[src/rtl/mep_pkg.sv]
// shared types, register indexes and fixed-point helpers of the mandelbrot pixel unit
package mep_pkg;

    // fixed-point format, signed Q4.28
    localparam int unsigned FRAC_BITS = 28;

    // default image size in pixels
    localparam int unsigned DEF_IMAGE_WIDTH  = 1024;
    localparam int unsigned DEF_IMAGE_HEIGHT = 1024;

    // entries of the queue between the mapper and the iteration engine
    localparam int unsigned QUEUE_DEPTH = 2;

    // configuration port
    localparam int unsigned CFG_INDEX_W = 3;
    localparam int unsigned CFG_DATA_W  = 32;

    localparam logic [CFG_INDEX_W-1:0] REG_CENTER_X    = 3'd0;
    localparam logic [CFG_INDEX_W-1:0] REG_CENTER_Y    = 3'd1;
    localparam logic [CFG_INDEX_W-1:0] REG_STEP_X      = 3'd2;
    localparam logic [CFG_INDEX_W-1:0] REG_STEP_Y      = 3'd3;
    localparam logic [CFG_INDEX_W-1:0] REG_ITER_LIMIT  = 3'd4;
    localparam logic [CFG_INDEX_W-1:0] REG_ESCAPE_RAD2 = 3'd5;

    // register reset values
    localparam logic signed [31:0] RST_CENTER_X    = -32'sd134217728;
    localparam logic signed [31:0] RST_CENTER_Y    = 32'sd0;
    localparam logic [30:0]        RST_STEP_X      = 31'd1048576;
    localparam logic [30:0]        RST_STEP_Y      = 31'd1048576;
    localparam logic [15:0]        RST_ITER_LIMIT  = 16'd256;
    localparam logic [30:0]        RST_ESCAPE_RAD2 = 31'd1073741824;

    // saturation bounds for the signed 32-bit range
    localparam logic signed [63:0] SAT_MAX = 64'sh0000_0000_7FFF_FFFF;
    localparam logic signed [63:0] SAT_MIN = -64'sh0000_0000_8000_0000;

    // input item
    typedef struct packed {
        logic [10:0] pixel_x;
        logic [10:0] pixel_y;
    } mep_in_t;

    // result item
    typedef struct packed {
        logic [10:0] out_pixel_x;
        logic [10:0] out_pixel_y;
        logic [15:0] escape_count;
        logic        in_set;
    } mep_out_t;

    // configuration registers as seen by front and back
    typedef struct packed {
        logic signed [31:0] center_x;
        logic signed [31:0] center_y;
        logic [30:0]        step_x;
        logic [30:0]        step_y;
        logic [15:0]        iteration_limit;
        logic [30:0]        escape_radius_squared;
    } mep_cfg_t;

    // mapped pixel waiting for iteration
    typedef struct packed {
        logic [10:0]        pixel_x;
        logic [10:0]        pixel_y;
        logic signed [31:0] cx;
        logic signed [31:0] cy;
    } mep_job_t;

    // queue status seen by the producer and consumer
    typedef struct packed {
        logic full;
        logic empty;
    } mep_qstat_t;

    // clamp a wide signed value into the signed 32-bit range
    function automatic logic signed [31:0] sat32(input logic signed [63:0] v);
        logic signed [31:0] r;
        if (v > SAT_MAX)
            r = SAT_MAX[31:0];
        else if (v < SAT_MIN)
            r = SAT_MIN[31:0];
        else
            r = v[31:0];
        return r;
    endfunction

endpackage

[src/rtl/mep_front.sv]
// front end: accepts pixel items and maps them to complex points
module mep_front #(
    parameter int unsigned IMAGE_WIDTH  = mep_pkg::DEF_IMAGE_WIDTH,
    parameter int unsigned IMAGE_HEIGHT = mep_pkg::DEF_IMAGE_HEIGHT
) (
    input  logic               clk,
    input  logic               rst_n,
    input  logic               in_valid,
    output logic               in_stall,
    input  mep_pkg::mep_in_t   in_data,
    input  mep_pkg::mep_cfg_t  cfg,
    input  mep_pkg::mep_qstat_t qstat,
    output logic               push,
    output mep_pkg::mep_job_t  push_data
);
    import mep_pkg::*;

    localparam int unsigned PROD_W = 45;
    localparam logic signed [12:0] SIZE_X = 13'(IMAGE_WIDTH);
    localparam logic signed [12:0] SIZE_Y = 13'(IMAGE_HEIGHT);

    logic                      hold_valid_reg;
    logic                      hold_valid_next;
    logic [10:0]               px_reg;
    logic [10:0]               py_reg;
    logic signed [PROD_W-1:0]  prod_x_reg;
    logic signed [PROD_W-1:0]  prod_y_reg;
    logic signed [12:0]        off2_x;
    logic signed [12:0]        off2_y;
    logic                      accept;
    logic signed [PROD_W-1:0]  half_x;
    logic signed [PROD_W-1:0]  half_y;
    logic signed [63:0]        sum_x;
    logic signed [63:0]        sum_y;

    // one item held between the multiply and the add
    assign push     = hold_valid_reg && !qstat.full;
    assign in_stall = hold_valid_reg && !push;
    assign accept   = in_valid && !in_stall;

    // doubled offset from the image middle
    assign off2_x = $signed({1'b0, in_data.pixel_x, 1'b0}) - SIZE_X;
    assign off2_y = $signed({1'b0, in_data.pixel_y, 1'b0}) - SIZE_Y;

    always_comb
    begin
        hold_valid_next = hold_valid_reg;
        if (accept)
            hold_valid_next = 1'b1;
        else if (push)
            hold_valid_next = 1'b0;
    end

    always_ff @(posedge clk or negedge rst_n)
    begin
        if (!rst_n)
            hold_valid_reg <= 1'b0;
        else
            hold_valid_reg <= hold_valid_next;
    end

    // offset times step, exact
    always_ff @(posedge clk)
    begin
        if (accept)
        begin
            px_reg     <= in_data.pixel_x;
            py_reg     <= in_data.pixel_y;
            prod_x_reg <= PROD_W'(off2_x * $signed({1'b0, cfg.step_x}));
            prod_y_reg <= PROD_W'(off2_y * $signed({1'b0, cfg.step_y}));
        end
    end

    // halve with floor, add center, clamp
    always_comb
    begin
        half_x = prod_x_reg >>> 1;
        half_y = prod_y_reg >>> 1;
        sum_x  = 64'(half_x) + 64'(cfg.center_x);
        sum_y  = 64'(half_y) + 64'(cfg.center_y);
        push_data.pixel_x = px_reg;
        push_data.pixel_y = py_reg;
        push_data.cx      = sat32(sum_x);
        push_data.cy      = sat32(sum_y);
    end

endmodule

[config.mk]
export PLATFORM = sky130hd
export DESIGN_NAME = mep_front
export DESIGN_NICKNAME = d
export VERILOG_FILES = /design/src/rtl/mep_pkg.sv /design/src/rtl/mep_front.sv
export SDC_FILE = /design/constraint.sdc
export NUM_CORES = 2
export LEC_CHECK = 0
export BUFFER_PORTS_ARGS = -buffer_cell sky130_fd_sc_hd__buf_2
export CAP_MARGIN = 40
export CORE_ASPECT_RATIO = 0.5
export CORE_MARGIN = 10
export CORE_UTILIZATION = 40
export DETAILED_ROUTE_END_ITERATION = 16
export GPL_ROUTABILITY_DRIVEN = 0
export HOLD_SLACK_MARGIN = 0.05
export PLACE_DENSITY = 0.6
export SETUP_SLACK_MARGIN = 0.1
export SYNTH_ARGS = -nofsm -noshare
export SYNTH_HDL_FRONTEND = slang
export SYNTH_SLANG_ARGS = --single-unit
[constraint.sdc]
create_clock -name clk -period 5.5 [get_ports clk]
set_input_delay 0 -clock clk [delete_from_list [all_inputs] [get_ports clk]]
set_output_delay 0 -clock clk [all_outputs]
set_load 0.005 [all_outputs]
==> results.yml <==
outcome:
  status: "finished, violations left"
  violations: "negative setup slack"
clocking:
  clkSinkCount: 111
  clk_pin_slew_worst_paths_ns: 0.09
  clock_latency_ns: 0.43
  htreeDepth: 3
  cts-root-buf: "clkbuf_16"
  cts_buffers: 9
  tritoncts: "built"
  clk_path_buf_depth: 2
synthesis:
  synth_flop_cell: "edfxtp_1"
  syn-instance-count: 3643
  synth_top_family_by_area: "adder cells"
  synth_compound_area_frac: 0.109
  postSynthAreaPerCell_sq_um: 8.98
  synthMuxAreaShare: 0.000689
  synth-seq-area-share: 0.102
  ys_types: 78
  ys_warn_count: 0
  syn_area_sq_um: 32700
  synthArstFlopShare: 0.00901
  synth_xor_area_frac: 0.0391
  synth_fa_ha_area_frac: 0.504
  synth_edf_count: 110
  yosys.area_share.simple: 0.154
  synth.net_count: 4809
  ys_ff_latch: 111
setup_path:
  crit_family: "adder cells"
  worstSetupPathType: "in -> reg"
  crit_fanout: 3
  cpMaxStageDelayCell: "fa_1"
  worstSetupStartpointType: "input port"
  critPathMaxStageDelay_ns: 0.53
  cp.arrival_ns: 5.70
  crit_top_cell: "fa_1"
  required_ns: 5.68
  cp_num_buf_inv: 6
  worst_setup_path_end_kind: "flip-flop"
floorplan:
  coreArea_sq_um: 81300
  ios: 288
  die_w_um: 424
  rows: 74
  die_y_um: 222
  fp.dieArea_sq_um: 94300
  start_util: 0.402
timing:
  setup_violations: 1
  slew_viol_final: 0
  worst_pin_slew_ns: 0.833
  rsz0062_at_grt: "yes"
  setup_slack_ns: -0.0257
  period_share: 1.00
  finalHoldViolCount: 0
  relSlewSlack: 0.445
  fmaxAchievable_mhz: 181
  min_period_ns: 5.53
  setup_tns_ns: -0.0257
  skew_ns: 0.0175
pwr:
  clockPowerShare: 0.025
  p_switching_mw: 13.9
  p_per_area_nw_per_um2: 760
  power_leakage_nw: 19.5
  swShare: 0.470
  pwr-share-comb: 0.895
  power.internal_mw: 15.6
  ir_drop_mv: 0.727
  p_seq_frac: 0.080
cells_and_area:
  fin_cells: 5213
  drive_above_1_share: 0.182
  final_cell_mix: "inv_1, fa_1, nand2_1"
  syn2layout_area_growth_pct: 18.7
  final_net_count: 5267
  register_area_sq_um: 3330
  mostFrequentLayoutCell: "inv_1"
  multi_input_area_sq_um: 27000
  fill_cells: 7730
placed_design:
  dp_cells: 5168
  port_buffers: 239
  place_hpwl_um: 75100
grt:
  grt.overflow.total: 0
  grt_max_degree: 56
  grt_pass1_wl_um: 142000
  grt_usage: 0.182
  grt_antenna_before_repair: 6
  grt_pass1_vias: 27800
routing:
  routedWlPerCell_um: 16.4
  drt-pass1-iter-count: 5
  ant_nets: 0
  drtIter0Drc: 1326
  wl_um: 85700
  viasPerCell: 5.02
  route.detailed.drc: 0
  num_vias: 26200
min_path:
  hp-class: "in -> reg"
run:
  cap_viol_max_count: 0
## cell families (layout without fill, tap and decap cells)
family / after synthesis / count (layout)
DFF: 111 / 111
adders and majority gates: 966 / 966
other: 0 / 5
and+or+nand+nor: 1083 / 1083
AOI/OAI and AO/OA: 551 / 551
buffers and inverters: 784 / 1247
xor gates and xnor gates: 146 / 146
muxes: 2 / 2
## path summary, 6_finish.rpt
check / slack (ns) / end / startpoint / depth (start not counted)
max: -0.03 / prod_x_reg[43] / in_data[20] / 25
max in group asynchronous: 5.01 / hold_valid_reg / rst_n / 3
min in group asynchronous: 0.39 / hold_valid_reg / rst_n / 3
min: 0.08 / py_reg[6] / in_data[6] / 2
max reg2reg: 3.72 / prod_y_reg[3] / hold_valid_reg / 3
min reg2reg: 1.19 / px_reg[4] / hold_valid_reg / 3
## metrics by stage
| step | util | area [sq um] | hold slack [ns] | total power, mW | setup slack [ns] |
|---|---|---|---|---|---|
| 6_report | 0.478 | 38800 | 0.0825 | 29.5 | -0.0257 |
| 2_1_floorplan | - | 33000 | -0.296 | 18.6 | -0.296 |
| 4_1_cts | 0.474 | 38500 | 0.0505 | 28.9 | 0.0000902 |
| 3_5_place_dp | 0.465 | 37800 | -0.224 | 27.3 | -0.885 |
| 5_1_grt | 0.478 | 38800 | 0.0617 | 33.0 | -0.219 |
| 3_3_place_gp | 0.465 | 37800 | -0.225 | 27.0 | -0.821 |
## power by group through the flow
stage,combinational (mW),sequential (mW),clock [mW]
floorplan,16.3,2.29,0
global placement,24.7,2.37,0
detailed placement,25.0,2.38,0
CTS,25.7,2.36,0.776
global route,29.8,2.37,0.803
finish,26.4,2.35,0.739
## synthesized netlist by cell type (6+ instances only)
cell type  number  area, sq um
a211oi_1       13         97.6
a21o_1         83          623
a21oi_1       157          786
a31oi_1        14         87.6
and2_1        108          676
and3_1         17          106
clkbuf_1      153          574
clkbuf_2        6         30.0
edfxtp_1      110         3300
fa_1          584        11700
ha_1          382         4780
inv_1         612         2300
nand2_1       563         2110
nand2b_1       51          319
nand3_1        36          180
nand4_1        21          131
nor2_1        119          447
nor2b_1       109          682
nor3_1         16         80.1
nor4_1          7         43.8
o2111ai_1       7         61.3
o211ai_1       14          105
o21a_1         25          188
o21ai_0       105          526
o21ai_1        32          160
o21bai_1       21          158
o31ai_1         7         52.6
or2_2           9         56.3
or3_1          12         75.1
xnor2_1        84          736
xor2_1         62          543
## layout make-up
class / count / area share
clock buffer: 10 / 0.00590
multi-input combinational: 2748 / 0.694
timing repair buffer: 616 / 0.116
clock inverter: 6 / 0.00161
antenna: 5 / 0.000322
tap: 1102 / 0.0355
sequential: 111 / 0.0857
inverter: 615 / 0.0609
## timing repair
action                     4_1_cts  5_1_grt
hold buffers                    15        0
gates resized for setup         57       60
setup endpoints to repair       19       25
gates cloned                     0        1
hold endpoints to repair        14        0
buffers inserted                 2        7
pin swaps                       28       28
## layer usage
metal,part of all wire,global-route usage,vias up,routed length [um]
met5,0.000082,0,-,7
met4,0.026,0.0532,2,2240
met3,0.043,0.0272,91,3680
met2,0.48,0.313,553,41300
met1,0.45,0.236,13000,38500
li1,-,-,12500,-
(Power assumes the default switching activity.)
