<file path="src/rtl/mep_pkg.sv">
// shared types, register indexes and fixed-point helpers of the mandelbrot pixel unit
package mep_pkg;

    // fixed-point format, signed Q4.28
    localparam int unsigned FRAC_BITS = 28;

    // default image size in pixels
    localparam int unsigned DEF_IMAGE_WIDTH  = 1024;
    localparam int unsigned DEF_IMAGE_HEIGHT = 1024;

    // entries of the queue between the mapper and the iteration engine
    localparam int unsigned QUEUE_DEPTH = 2;

    // configuration port
    localparam int unsigned CFG_INDEX_W = 3;
    localparam int unsigned CFG_DATA_W  = 32;

    localparam logic [CFG_INDEX_W-1:0] REG_CENTER_X    = 3'd0;
    localparam logic [CFG_INDEX_W-1:0] REG_CENTER_Y    = 3'd1;
    localparam logic [CFG_INDEX_W-1:0] REG_STEP_X      = 3'd2;
    localparam logic [CFG_INDEX_W-1:0] REG_STEP_Y      = 3'd3;
    localparam logic [CFG_INDEX_W-1:0] REG_ITER_LIMIT  = 3'd4;
    localparam logic [CFG_INDEX_W-1:0] REG_ESCAPE_RAD2 = 3'd5;

    // register reset values
    localparam logic signed [31:0] RST_CENTER_X    = -32'sd134217728;
    localparam logic signed [31:0] RST_CENTER_Y    = 32'sd0;
    localparam logic [30:0]        RST_STEP_X      = 31'd1048576;
    localparam logic [30:0]        RST_STEP_Y      = 31'd1048576;
    localparam logic [15:0]        RST_ITER_LIMIT  = 16'd256;
    localparam logic [30:0]        RST_ESCAPE_RAD2 = 31'd1073741824;

    // saturation bounds for the signed 32-bit range
    localparam logic signed [63:0] SAT_MAX = 64'sh0000_0000_7FFF_FFFF;
    localparam logic signed [63:0] SAT_MIN = -64'sh0000_0000_8000_0000;

    // input item
    typedef struct packed {
        logic [10:0] pixel_x;
        logic [10:0] pixel_y;
    } mep_in_t;

    // result item
    typedef struct packed {
        logic [10:0] out_pixel_x;
        logic [10:0] out_pixel_y;
        logic [15:0] escape_count;
        logic        in_set;
    } mep_out_t;

    // configuration registers as seen by front and back
    typedef struct packed {
        logic signed [31:0] center_x;
        logic signed [31:0] center_y;
        logic [30:0]        step_x;
        logic [30:0]        step_y;
        logic [15:0]        iteration_limit;
        logic [30:0]        escape_radius_squared;
    } mep_cfg_t;

    // mapped pixel waiting for iteration
    typedef struct packed {
        logic [10:0]        pixel_x;
        logic [10:0]        pixel_y;
        logic signed [31:0] cx;
        logic signed [31:0] cy;
    } mep_job_t;

    // queue status seen by the producer and consumer
    typedef struct packed {
        logic full;
        logic empty;
    } mep_qstat_t;

    // clamp a wide signed value into the signed 32-bit range
    function automatic logic signed [31:0] sat32(input logic signed [63:0] v);
        logic signed [31:0] r;
        if (v > SAT_MAX)
            r = SAT_MAX[31:0];
        else if (v < SAT_MIN)
            r = SAT_MIN[31:0];
        else
            r = v[31:0];
        return r;
    endfunction

endpackage

</file>
<file path="src/rtl/mep_queue.sv">
// short queue of mapped items between front and back
module mep_queue #(
    parameter int unsigned DEPTH = mep_pkg::QUEUE_DEPTH
) (
    input  logic                clk,
    input  logic                rst_n,
    input  logic                push,
    input  mep_pkg::mep_job_t   push_data,
    input  logic                pop,
    output mep_pkg::mep_job_t   pop_data,
    output mep_pkg::mep_qstat_t qstat
);
    import mep_pkg::*;

    localparam int unsigned PTR_W = (DEPTH > 1) ? $clog2(DEPTH) : 1;
    localparam int unsigned CNT_W = $clog2(DEPTH + 1);
    localparam logic [PTR_W-1:0] LAST = PTR_W'(DEPTH - 1);
    localparam logic [CNT_W-1:0] FULL_CNT = CNT_W'(DEPTH);

    mep_job_t          slot_reg [DEPTH];
    logic [PTR_W-1:0]  wr_ptr_reg;
    logic [PTR_W-1:0]  wr_ptr_next;
    logic [PTR_W-1:0]  rd_ptr_reg;
    logic [PTR_W-1:0]  rd_ptr_next;
    logic [CNT_W-1:0]  count_reg;
    logic [CNT_W-1:0]  count_next;
    logic              do_push;
    logic              do_pop;

    assign qstat.full  = (count_reg == FULL_CNT);
    assign qstat.empty = (count_reg == '0);
    assign do_push     = push && !qstat.full;
    assign do_pop      = pop && !qstat.empty;
    assign pop_data    = slot_reg[rd_ptr_reg];

    // pointer and fill count
    always_comb
    begin
        wr_ptr_next = wr_ptr_reg;
        rd_ptr_next = rd_ptr_reg;
        count_next  = count_reg;
        if (do_push)
            wr_ptr_next = (wr_ptr_reg == LAST) ? '0 : wr_ptr_reg + 1'b1;
        if (do_pop)
            rd_ptr_next = (rd_ptr_reg == LAST) ? '0 : rd_ptr_reg + 1'b1;
        if (do_push && !do_pop)
            count_next = count_reg + 1'b1;
        else if (do_pop && !do_push)
            count_next = count_reg - 1'b1;
    end

    always_ff @(posedge clk or negedge rst_n)
    begin
        if (!rst_n)
        begin
            wr_ptr_reg <= '0;
            rd_ptr_reg <= '0;
            count_reg  <= '0;
        end
        else
        begin
            wr_ptr_reg <= wr_ptr_next;
            rd_ptr_reg <= rd_ptr_next;
            count_reg  <= count_next;
        end
    end

    // item storage
    always_ff @(posedge clk)
    begin
        if (do_push)
            slot_reg[wr_ptr_reg] <= push_data;
    end

`ifndef SYNTHESIS
    a_count_bound: assert property (@(posedge clk) disable iff (!rst_n)
        count_reg <= FULL_CNT)
        else $error("queue count above depth");

    a_push_tracks: assert property (@(posedge clk) disable iff (!rst_n)
        (do_push && !do_pop) |=> (count_reg == $past(count_reg) + 1'b1))
        else $error("queue count missed a push");
`endif

endmodule

</file>
<file path="config.mk">
export PLATFORM = sky130hd
export DESIGN_NAME = mep_queue
export DESIGN_NICKNAME = d
export VERILOG_FILES = /design/src/rtl/mep_pkg.sv /design/src/rtl/mep_queue.sv
export SDC_FILE = /design/constraint.sdc
export NUM_CORES = 1
export LEC_CHECK = 0
export BUFFER_PORTS_ARGS = -buffer_cell sky130_fd_sc_hd__buf_2
export CORE_UTILIZATION = 44
export DETAILED_ROUTE_END_ITERATION = 10
export GPL_ROUTABILITY_DRIVEN = 0
export GPL_TIMING_DRIVEN = 0
export PLACE_DENSITY = 0.76
export SYNTH_ARGS = -nofsm -noshare
export SYNTH_HDL_FRONTEND = slang
export SYNTH_SLANG_ARGS = --single-unit
</file>
<file path="constraint.sdc">
create_clock -name clk -period 4.5 [get_ports clk]
set_input_delay 0.45 -clock clk [delete_from_list [all_inputs] [get_ports clk]]
set_output_delay 0.45 -clock clk [all_outputs]
set_load 0.03 [all_outputs]
</file>
==> results of run 1 <==
## layout make-up
cell class / instances / area, um2
Fill cell: 1147 / 6110
Sequential cell: 176 / 5270
Multi-Input combinational cell: 99 / 1180
Timing Repair Buffer: 182 / 998
Clock buffer: 18 / 429
Tap cell: 184 / 230
Clock inverter: 13 / 170
Buffer: 10 / 81.3
Inverter: 2 / 7.51
Antenna cell: 1 / 2.50
## metal layers
layer | share of wire [%] | GRT usage [%] | vias up
met4 | 2.2 | 7.15 | 0
met1 | 39 | 16.7 | 1580
met3 | 7.5 | 6.14 | 16
met5 | 0 | 0 | -
li1 | - | - | 1538
met2 | 51 | 24.5 | 123
## per-stage QoR
step	utilization, %	total power [mW]	cell area, um2	hold WS, ps	worst slack [ps]
finish	57.8	6.08	8370	219	2290
global route	57.8	6.35	8360	199	2190
CTS	57.8	6.16	8360	196	2230
detailed placement	53.6	4.67	7750	267	2480
global placement	52.8	4.58	7640	256	15.6
floorplan	-	4.03	6530	154	1180
## worst max-delay path by stage
stage                           endpoint                startpoint  slack, ps  depth (start not counted)
2_1_floorplan   slot_reg[0][0]$_DFFE_PP_  count_reg[0]$_DFFE_PN0P_       1180                          3
3_3_place_gp   slot_reg[0][24]$_DFFE_PP_  count_reg[0]$_DFFE_PN0P_         20                          3
3_5_place_dp   slot_reg[0][25]$_DFFE_PP_  count_reg[0]$_DFFE_PN0P_       2480                          5
4_1_cts                     pop_data[39]    rd_ptr_reg$_DFFE_PN0P_       2230                          5
5_1_grt                     pop_data[39]    rd_ptr_reg$_DFFE_PN0P_       2190                          5
6_report                    pop_data[46]    rd_ptr_reg$_DFFE_PN0P_       2290                          5
## power breakdown
group | internal (mW) | leakage [nW] | switching, mW
combinational | 0.852 | 1.32 | 1.41
sequential | 2.24 | 1.64 | 0.0915
clock | 0.918 | 0.298 | 0.571
total | 4.01 | 3.26 | 2.07
## cell families (layout without fill, tap and decap cells)
kind of cell	after synthesis	in the layout	synth area share, %
buf+inv	12	225	1.36
other cells	0	1	0
flops	176	176	80.7
mux	86	86	16.6
simple gates	6	6	0.422
compound gates	1	1	0.0766
xor+xnor	5	5	0.671
fa+ha+maj	1	1	0.192
## synth_stat cells
master	count
sky130_fd_sc_hd__nor2_1	3
sky130_fd_sc_hd__dfrtp_1	4
sky130_fd_sc_hd__mux2_4	30
sky130_fd_sc_hd__xor2_1	2
sky130_fd_sc_hd__ha_1	1
sky130_fd_sc_hd__nand2_1	1
sky130_fd_sc_hd__o21ai_0	1
sky130_fd_sc_hd__xnor2_1	3
sky130_fd_sc_hd__buf_6	5
sky130_fd_sc_hd__edfxtp_1	172
sky130_fd_sc_hd__nand2b_1	1
sky130_fd_sc_hd__and3_1	1
sky130_fd_sc_hd__mux2_2	56
sky130_fd_sc_hd__inv_1	2
sky130_fd_sc_hd__buf_2	5
## what timing repair did
action,CTS,global route
hold buffers,1,0
hold endpoints to repair,4,0
resized for setup,0,0
==> results.yml, run 1 <==
global_routing:
  via_count_of_the_first_global_routing_pass: 3358
  grt_overflow_total: 0
  grt_max_degree: 45
  wire_length_of_the_first_global_routing_pass_um: 16500
  antenna_found_initial: 1
  grt_resource_usage_total_pct: 14.9
timing:
  skew_ps: 5.91
  setup_viol: 0
  fin_crit_sh_pct: 49.1
  setup_tns_ps: 0
  hold_viol: 0
  worst_pin_slew_ps: 654
  time_the_final_worst_path_needs_with_i_o_delays_and_setup_ps: 2210
  fmaxAchievable_mhz: 452
  timing_max_transition_violations_final: 0
  rsz0062_at_grt: "false"
  slew_headroom_pct: 56.4
detailed_routing:
  ant_nets_after_route: 0
  postRouteWirelength_um: 11300
  drcViolationCount: 0
  1st_pass_router_iterations: 4
  vias: 3257
  via_per_inst: 4.75
  wl_per_cell_um: 16.5
  drt_first_iter_violations: 182
worst_setup_path:
  most_frequent_cell_on_critical_path: "sky130_fd_sc_hd__buf_6"
  timing.rr.end: "slot_reg[0][25]$_DFFE_PP_"
  worst_setup_path_start_kind: "register"
  worstPathMaxFanout: 10
  critPathKind: "register to output port"
  reg2reg_from: "count_reg[0]$_DFFE_PN0P_"
  critical_path.max_stage_delay_ps: 340
  cpLargestDelayFamily: "buffers and inverters"
  timing.critical_path.slowest_stage_cell: "sky130_fd_sc_hd__dfrtp_1"
  rr_worst_depth: 5
  setup.reg_to_reg.worst_slack_ps: 2500
  worst-endpoint-required_ps: 4050
  worst_setup_path_end_kind: "output port"
  cp_num_buf_inv: 4
  worst_ep_arrival_time_ps: 1760
  cp_cell_sequence: "buf_6 -> buf_6 -> buf_6 -> mux2_4 -> buf_2"
die:
  overall_die_width_um: 124
  core_area_mm2: 0.0145
  ioPinCount: 178
  initial_utilization_pct: 45.1
  die_y_um: 124
  die-area_mm2: 0.0153
  floorplan.rows: 44
clock_network:
  clock_tree.htree_level_count: 4
  clock_input_transition_at_the_sequential_cells_of_the_worst_setup_and_hold_paths_ps: 60
  clock_latency_ps: 410
  cts_tree: "done"
  tritoncts_num_sinks: 176
  clockBufferDepth: 2
  cts_made_buffers: 17
  post_cts.repair.setup_buffers: 0
  clk_tree_root_cell: "sky130_fd_sc_hd__clkbuf_16"
placement:
  dp_cells: 652
  number_of_i_o_port_buffers: 177
  detailedPlacementHpwl_um: 7770
logic_synthesis:
  synth_largest_type_area_fraction_pct: 79.2
  synth.yosys.warnings: 0
  synth.largest_area_cell: "sky130_fd_sc_hd__edfxtp_1"
  ys_seq_elements: 176
  postSynthCellCount: 287
  postSynthAreaPerCell_um2: 22.7
  synthDistinctLibCells: 15
  synth.net_count: 378
  netlist_top_cells_area: "sky130_fd_sc_hd__edfxtp_1, sky130_fd_sc_hd__mux2_2, sky130_fd_sc_hd__mux2_4"
  syn-cell-area_mm2: 0.00652
  sequential_fraction_of_the_synthesis_area_pct: 80.7
final_layout:
  final_cell_mix: "sky130_fd_sc_hd__buf_2, sky130_fd_sc_hd__edfxtp_1, sky130_fd_sc_hd__mux2_2"
  largest_register_ffs: 172
  fin_cells: 685
  synthToLayoutAreaGrowth_pct: 28.3
  layout-drive-gt1-share_pct: 61.4
  layout.nets: 579
  layout.cells.most_common: "sky130_fd_sc_hd__buf_2"
pwr:
  power_density_mw_per_mm2: 727
  max-vdd-ir-drop_mv: 0.368
  power.static_leakage_nw: 3.26
hold_path:
  whs_endpoint: "slot_reg[1][37]$_DFFE_PP_"
  min_delay_startpoint: "push_data[37]"
  hold_path.class: "input port to register"
  number_of_stages_on_the_worst_hold_path: 1
outcome:
  run_status: "complete, no violations"
job:
  maxCapViolCount: 0
(Power assumes the default switching activity.)
==> inputs of run 2 (changes only) <==
==> constraint.sdc (replaced) <==
create_clock -name clk -period 1.9 [get_ports clk]
set_input_delay 0.19 -clock clk [delete_from_list [all_inputs] [get_ports clk]]
set_output_delay 0.19 -clock clk [all_outputs]
set_load 0.03 [all_outputs]
==> run 2 against run 1 <==
Net effect:
- register-to-register slack worse by 2300 ps
- via count up 12%
- clock skew about the same
- cell area up 13%
- core utilization up 7.6 points
- worst setup slack worse by 2300 ps
- clock-buffer cell count up 3
- cell count up 13%
- highest routed layer unchanged
- critical path type unchanged
==> results.yml, run 2 (same netlist as run 1, synthesis figures left out) <==
detailed_routing:
  drt_first_iter_violations: 155
  postRouteWirelength_um: 12800
  drcViolationCount: 0
  vias: 3636
  wl_per_cell_um: 16.6
  1st_pass_router_iterations: 4
  ant_nets_after_route: 0
  via_per_inst: 4.71
timing:
  whs_ps: 107
  worst_pin_slew_ps: 727
  fmaxAchievable_mhz: 535
  rsz0062_at_grt: "true"
  time_the_final_worst_path_needs_with_i_o_delays_and_setup_ps: 1870
  fin_crit_sh_pct: 98.4
  skew_ps: 6.22
  slew_headroom_pct: 51.5
  hold_viol: 0
  setup_viol: 0
  timing_max_transition_violations_final: 0
final_layout:
  fill_count: 997
  largest_register_ffs: 172
  layout-drive-gt1-share_pct: 52.6
  footprint_of_the_multi_input_gates_mm2: 0.00121
  final_cell_mix: "sky130_fd_sc_hd__edfxtp_1, sky130_fd_sc_hd__buf_2, sky130_fd_sc_hd__dlygate4sd3_1"
  synthToLayoutAreaGrowth_pct: 45.1
  layout.cells.most_common: "sky130_fd_sc_hd__edfxtp_1"
  layout.nets: 666
  diodes: 0
  fin_cells: 772
  seqCellArea_mm2: 0.00527
die:
  overall_die_width_um: 124
  initial_utilization_pct: 45.1
  die_y_um: 124
  ioPinCount: 178
  die-area_mm2: 0.0153
  floorplan.rows: 44
  core_area_mm2: 0.0145
pwr:
  part_of_the_power_in_the_clock_network_pct: 23.4
  netSwitchingPower_mw: 5.10
  sequential_power_share_pct: 36.6
  max-vdd-ir-drop_mv: 0.867
  power_density_mw_per_mm2: 1600
  cell_internal_power_mw: 10.1
  share_comb_of_total_power_pct: 40.0
  power.static_leakage_nw: 3.68
  switching_share_pct: 33.6
worst_setup_path:
  cpLargestDelayFamily: "buffers and inverters"
  timing.critical_path.slowest_stage_cell: "sky130_fd_sc_hd__dfrtp_1"
  worst_setup_path_end_kind: "output port"
  cp_cell_sequence: "buf_6 -> buf_12 -> buf_12 -> mux2_4 -> buf_6"
  critPathKind: "register to output port"
  cp_num_buf_inv: 4
  worst-endpoint-required_ps: 1710
  worstPathMaxFanout: 10
  worst_ep_arrival_time_ps: 1680
  worst_setup_path_start_kind: "register"
  critical_path.max_stage_delay_ps: 370
job:
  maxCapViolCount: 0
global_routing:
  via_count_of_the_first_global_routing_pass: 3823
  grt_max_degree: 55
  grt_overflow_total: 0
  wire_length_of_the_first_global_routing_pass_um: 18600
  antenna_found_initial: 0
  grt_resource_usage_total_pct: 16.6
placement:
  detailedPlacementHpwl_um: 7440
  number_of_i_o_port_buffers: 177
  dp_cells: 651
clock_network:
  tritoncts_num_sinks: 176
  clk_tree_root_cell: "sky130_fd_sc_hd__clkbuf_16"
  cts_tree: "done"
  post_cts.repair.setup_buffers: 0
  clock_tree.htree_level_count: 4
  clock_input_transition_at_the_sequential_cells_of_the_worst_setup_and_hold_paths_ps: 60
  clock_latency_ps: 420
  clockBufferDepth: 2
  cts_made_buffers: 17
outcome:
  run_status: "complete, no violations"
hold_path:
  hold_path.class: "input port to register"
## run 2: cell count changes in the layout (fill, tap and decap cells not counted), moves of 4 or more
| cell | change |
|---|---|
| sky130_fd_sc_hd__dlygate4sd3_1 | +86 |
| sky130_fd_sc_hd__buf_2 | -35 |
| sky130_fd_sc_hd__buf_6 | +27 |
| sky130_fd_sc_hd__buf_12 | +5 |
| sky130_fd_sc_hd__buf_4 | +4 |
| sky130_fd_sc_hd__clkinvlp_4 | +4 |
## run 2: what timing repair did
item,4_1_cts,5_1_grt
hold endpoints to repair,176,0
cloned,1,1
pin swaps,1,1
gates resized for setup,72,2
endpoints found under the setup margin,137,97
hold buffers,87,0
## run 2: worst reg2reg max path, stage by stage, from the launching register on
cell and delay (ps):
sky130_fd_sc_hd__dfrtp_1 430, sky130_fd_sc_hd__nand2b_4 200, sky130_fd_sc_hd__nand2_4 80, sky130_fd_sc_hd__nor2_4 370
sky130_fd_sc_hd__buf_12 280
## run 2: routing by layer
metal	wire length (um)	part of all wire [%]	up-vias	track usage, %
met5	0	0	-	0
met2	6840	53	122	29.9
li1	-	-	1721	-
met3	733	5.7	20	5.17
met4	221	1.7	0	7.61
met1	5000	39	1773	17.7
## run 2: final cells by class
cell class / count / area share [%]
sequential: 176 / 55.6
timing repair buffer: 267 / 21.3
multi-input combinational: 101 / 12.8
clock buffer: 21 / 4.65
tap: 184 / 2.43
clock inverter: 11 / 1.73
buffer: 10 / 1.40
inverter: 2 / 0.0793
## run 2: stage by stage
stage	setup TNS [ps]	total power, mW	setup slack (ps)	area (um2)	util [%]
CTS	-22.3	15.3	-22.3	9450	65.3
floorplan	-54190	9.54	-416	6550	-
finish	0	15.2	31.0	9460	65.4
global route	-700	15.8	-31.3	9460	65.4
detailed placement	-1990	11.0	-38.4	7730	53.4
global placement	-153620	10.8	-1060	7660	52.9
## run 2: worst paths after layout
check / start / cells past startpoint / end / slack (ps)
max in group asynchronous: rst_n / 2 / rd_ptr_reg$_DFFE_PN0P_ / 1660
min in group asynchronous: rst_n / 2 / count_reg[0]$_DFFE_PN0P_ / 120
worst min-delay path: pop / 3 / rd_ptr_reg$_DFFE_PN0P_ / 110
worst min register to register: count_reg[0]$_DFFE_PN0P_ / 1 / count_reg[0]$_DFFE_PN0P_ / 570
worst max register to register: count_reg[0]$_DFFE_PN0P_ / 4 / slot_reg[0][27]$_DFFE_PP_ / 210
worst max-delay path: rd_ptr_reg$_DFFE_PN0P_ / 5 / pop_data[26] / 30
## run 2: power groups by stage
stage / clock network [mW] / registers (mW) / logic [mW]
2_1_floorplan: 0 / 5.57 / 3.97
3_3_place_gp: 0 / 5.62 / 5.21
3_5_place_dp: 0 / 5.61 / 5.41
4_1_cts: 3.62 / 5.54 / 6.10
5_1_grt: 3.76 / 5.62 / 6.43
6_report: 3.55 / 5.54 / 6.07
==> inputs of run 3 (changes only) <==
--- a/config.mk
+++ b/config.mk
@@ -5,7 +5,9 @@
 export SDC_FILE = /design/constraint.sdc
 export NUM_CORES = 1
 export LEC_CHECK = 0
+export ABC_AREA = 1
 export BUFFER_PORTS_ARGS = -buffer_cell sky130_fd_sc_hd__buf_2
+export CORE_ASPECT_RATIO = 0.6
 export CORE_UTILIZATION = 44
 export DETAILED_ROUTE_END_ITERATION = 10
 export GPL_ROUTABILITY_DRIVEN = 0
==> run 3 against run 2 <==
Net effect:
- via count up 26%
- sequential share of layout area increased by 1.3 points
- cell area shrank 2.3%
- combinational power is 3% higher
- worst setup slack gained 18 ps
- worst hold slack worse by 21 ps
- critical endpoint is now pop_data[54]
==> results.yml, run 3 <==
logic_synthesis:
  synthDistinctLibCells: 15
  synth.net_count: 572
  syn-cell-area_mm2: 0.00649
  postSynthCellCount: 481
  ys_dominant_reg_cell: "sky130_fd_sc_hd__edfxtp_1"
  share_of_synthesized_cell_area_in_and_or_nand_and_nor_gates_pct: 16.0
  synthArstFlopShare_pct: 2.27
  ys_seq_elements: 176
  sequential_fraction_of_the_synthesis_area_pct: 81.1
  yosys-mux-area-fraction_pct: 0
  postSynthAreaPerCell_um2: 13.5
  synth_adder_area_share_pct: 0.193
  area_fraction_in_compound_gates_after_synthesis_pct: 0.154
  synth_top_cells_by_count: "sky130_fd_sc_hd__nand2_1, sky130_fd_sc_hd__edfxtp_1, sky130_fd_sc_hd__buf_2"
  synth.yosys.warnings: 0
  combinational_family_with_the_most_area_after_synthesis: "simple AND/OR/NAND/NOR gates"
  synth_most_common_cell: "sky130_fd_sc_hd__nand2_1"
  synth_enable_flop_cells: 172
  synth_largest_type_area_fraction_pct: 79.6
  netlist_top_cells_area: "sky130_fd_sc_hd__edfxtp_1, sky130_fd_sc_hd__nand2_1, sky130_fd_sc_hd__dfrtp_1"
  synthesized_area_fraction_occupied_by_xor_and_xnor_cells_pct: 0.135
  synth.largest_area_cell: "sky130_fd_sc_hd__edfxtp_1"
timing:
  fin_crit_sh_pct: 97.4
  whs_ps: 86.1
  slew_headroom_pct: 50.7
  hold_viol: 0
  skew_ps: 10.8
  setup_viol: 0
  fmaxAchievable_mhz: 540
  worst_pin_slew_ps: 732
  timing_max_transition_violations_final: 0
  time_the_final_worst_path_needs_with_i_o_delays_and_setup_ps: 1850
  setup_tns_ps: 0
final_layout:
  footprint_of_the_multi_input_gates_mm2: 0.00109
  final_area_mm2: 0.00924
  synthToLayoutAreaGrowth_pct: 42.4
  fill_count: 995
  final_cell_mix: "sky130_fd_sc_hd__nand2_1, sky130_fd_sc_hd__edfxtp_1, sky130_fd_sc_hd__buf_2"
  diodes: 0
  layout.cells.most_common: "sky130_fd_sc_hd__nand2_1"
  layout.nets: 864
  seqCellArea_mm2: 0.00527
  layout-drive-gt1-share_pct: 30.8
  largest_register_ffs: 172
worst_setup_path:
  worst_setup_path_end_kind: "output port"
  rr_worst_depth: 6
  cp_num_buf_inv: 5
  critPathKind: "register to output port"
  cpLargestDelayFamily: "buffers and inverters"
  cp-endpoint: "pop_data[54]"
  worstPathMaxFanout: 10
  timing.critical_path.slowest_stage_cell: "sky130_fd_sc_hd__dfrtp_1"
  worst_setup_path_start_kind: "register"
  setup.reg_to_reg.worst_slack_ps: 90
  worst-path-stages: 7
  crit_path_start: "rd_ptr_reg$_DFFE_PN0P_"
  timing.rr.end: "slot_reg[0][9]$_DFFE_PP_"
  reg2reg_from: "count_reg[1]$_DFFE_PN0P_"
  most_frequent_cell_on_critical_path: "sky130_fd_sc_hd__nand2_1"
  cp_cell_sequence: "buf_4 -> inv_8 -> buf_12 -> buf_6 -> nand2_1 -> nand2_1 -> clkbuf_4"
  critical_path.max_stage_delay_ps: 370
  worst-endpoint-required_ps: 1710
  worst_ep_arrival_time_ps: 1660
die:
  die-area_mm2: 0.0153
  die_y_um: 96.1
  initial_utilization_pct: 46.2
  core_area_mm2: 0.0140
  overall_die_width_um: 159
  floorplan.rows: 33
  ioPinCount: 178
placement:
  detailedPlacementHpwl_um: 9240
  area_after_detailed_placement_mm2: 0.00772
  number_of_i_o_port_buffers: 177
global_routing:
  antenna_found_initial: 0
  grt_overflow_total: 0
  wire_length_of_the_first_global_routing_pass_um: 23600
  grt_resource_usage_total_pct: 20.6
  via_count_of_the_first_global_routing_pass: 4693
  grt_max_degree: 44
detailed_routing:
  ant_nets_after_route: 0
  postRouteWirelength_um: 15300
  wl_per_cell_um: 15.6
  vias: 4568
  drcViolationCount: 0
  1st_pass_router_iterations: 5
  drt_first_iter_violations: 324
  via_per_inst: 4.67
job:
  maxCapViolCount: 0
clock_network:
  cts_tree: "done"
  clk_tree_root_cell: "sky130_fd_sc_hd__clkbuf_16"
  clockBufferDepth: 2
  clock_input_transition_at_the_sequential_cells_of_the_worst_setup_and_hold_paths_ps: 60
  clock_latency_ps: 420
  cts_made_buffers: 17
  tritoncts_num_sinks: 176
  clock_tree.htree_level_count: 4
pwr:
  max-vdd-ir-drop_mv: 0.932
  post-layout-total-power_mw: 15.0
  power.static_leakage_nw: 3.99
  power_density_mw_per_mm2: 1620
outcome:
  run_status: "complete, no violations"
hold_path:
  hold_path.class: "input port to register"
run 3: cell types whose count changed after synthesis, sizes merged:
| cell | change |
|---|---|
| nand3 | +1 |
| nand4 | +1 |
| inv | +6 |
| and3 | -1 |
| nand3b | +1 |
| nand2 | +266 |
| nand2b | -1 |
| xor2 | -2 |
| buf | +9 |
| o21ai | +1 |
| xnor2 | -2 |
| mux2 | -86 |
| nor2 | +1 |
run 3: how the worst min path moves through the flow:
stage | startpoint | end | slack (ps) | depth (start not counted)
5_1_grt | pop | rd_ptr_reg$_DFFE_PN0P_ | 70 | 3
3_5_place_dp | rst_n | rd_ptr_reg$_DFFE_PN0P_ | -0.4 | 1
3_3_place_gp | rst_n | rd_ptr_reg$_DFFE_PN0P_ | -5 | 1
4_1_cts | pop | rd_ptr_reg$_DFFE_PN0P_ | 70 | 3
6_report | pop | rd_ptr_reg$_DFFE_PN0P_ | 90 | 3
2_1_floorplan | rst_n | count_reg[0]$_DFFE_PN0P_ | -110 | 0
run 3: repair_timing:
| item | CTS | global route |
|---|---|---|
| setup buffers | 0 | 5 |
| setup endpoints to repair | 99 | 188 |
| hold endpoints to repair | 176 | 0 |
| pin swaps | 1 | 1 |
| gates cloned | 1 | 0 |
| gates resized for setup | 18 | 22 |
| hold buffers | 87 | 0 |
run 3: worst register-to-register path, cell delays in order (launching register included):
cell and delay (ps):
sky130_fd_sc_hd__dfrtp_1 420, sky130_fd_sc_hd__inv_2 120, sky130_fd_sc_hd__nor2_4 50, sky130_fd_sc_hd__nor2_2 130, sky130_fd_sc_hd__nand2_2 90, sky130_fd_sc_hd__clkinvlp_4 140
sky130_fd_sc_hd__buf_12 350
run 3: logic make-up (layout without fill, tap and decap cells):
kind of cell,Yosys count,in the layout
and+or+nand+nor,274,275
AOI/OAI and AO/OA,2,2
adders and majority gates,1,1
DFF,176,176
xor gates and xnor gates,1,1
buffers and inverters,27,331
run 3: routing by layer:
metal,track usage (%),wire length (um),share of wire (%)
met4,7.85,174,1.1
met3,6.03,1040,6.8
met5,0,0,0
met1,24.3,6470,42
met2,36.5,7600,50
run 3: final cells by class:
| cell class | count | share of cell area [%] |
|---|---|---|
| Sequential cell | 176 | 57.0 |
| Timing Repair Buffer | 272 | 20.7 |
| Multi-Input combinational cell | 279 | 11.8 |
| Clock buffer | 20 | 4.72 |
| Tap cell | 192 | 2.60 |
| Buffer | 19 | 1.64 |
| Clock inverter | 12 | 1.10 |
| Inverter | 8 | 0.447 |
run 3: power breakdown:
part	switching [mW]	total, mW	internal (mW)
sequential	0.241	5.53	5.29
combinational	4.39	6.24	1.85
clock	1.48	3.18	1.70
run 3: stage by stage:
step                util, %  instances  worst slack (ps)
finish                 65.8        978              48.7
detailed placement     55.0        854             -39.3
global placement       54.4        850             -1080
floorplan                 -        481              -552
CTS                    65.5        974             0.446
global route           65.8        978             -15.5
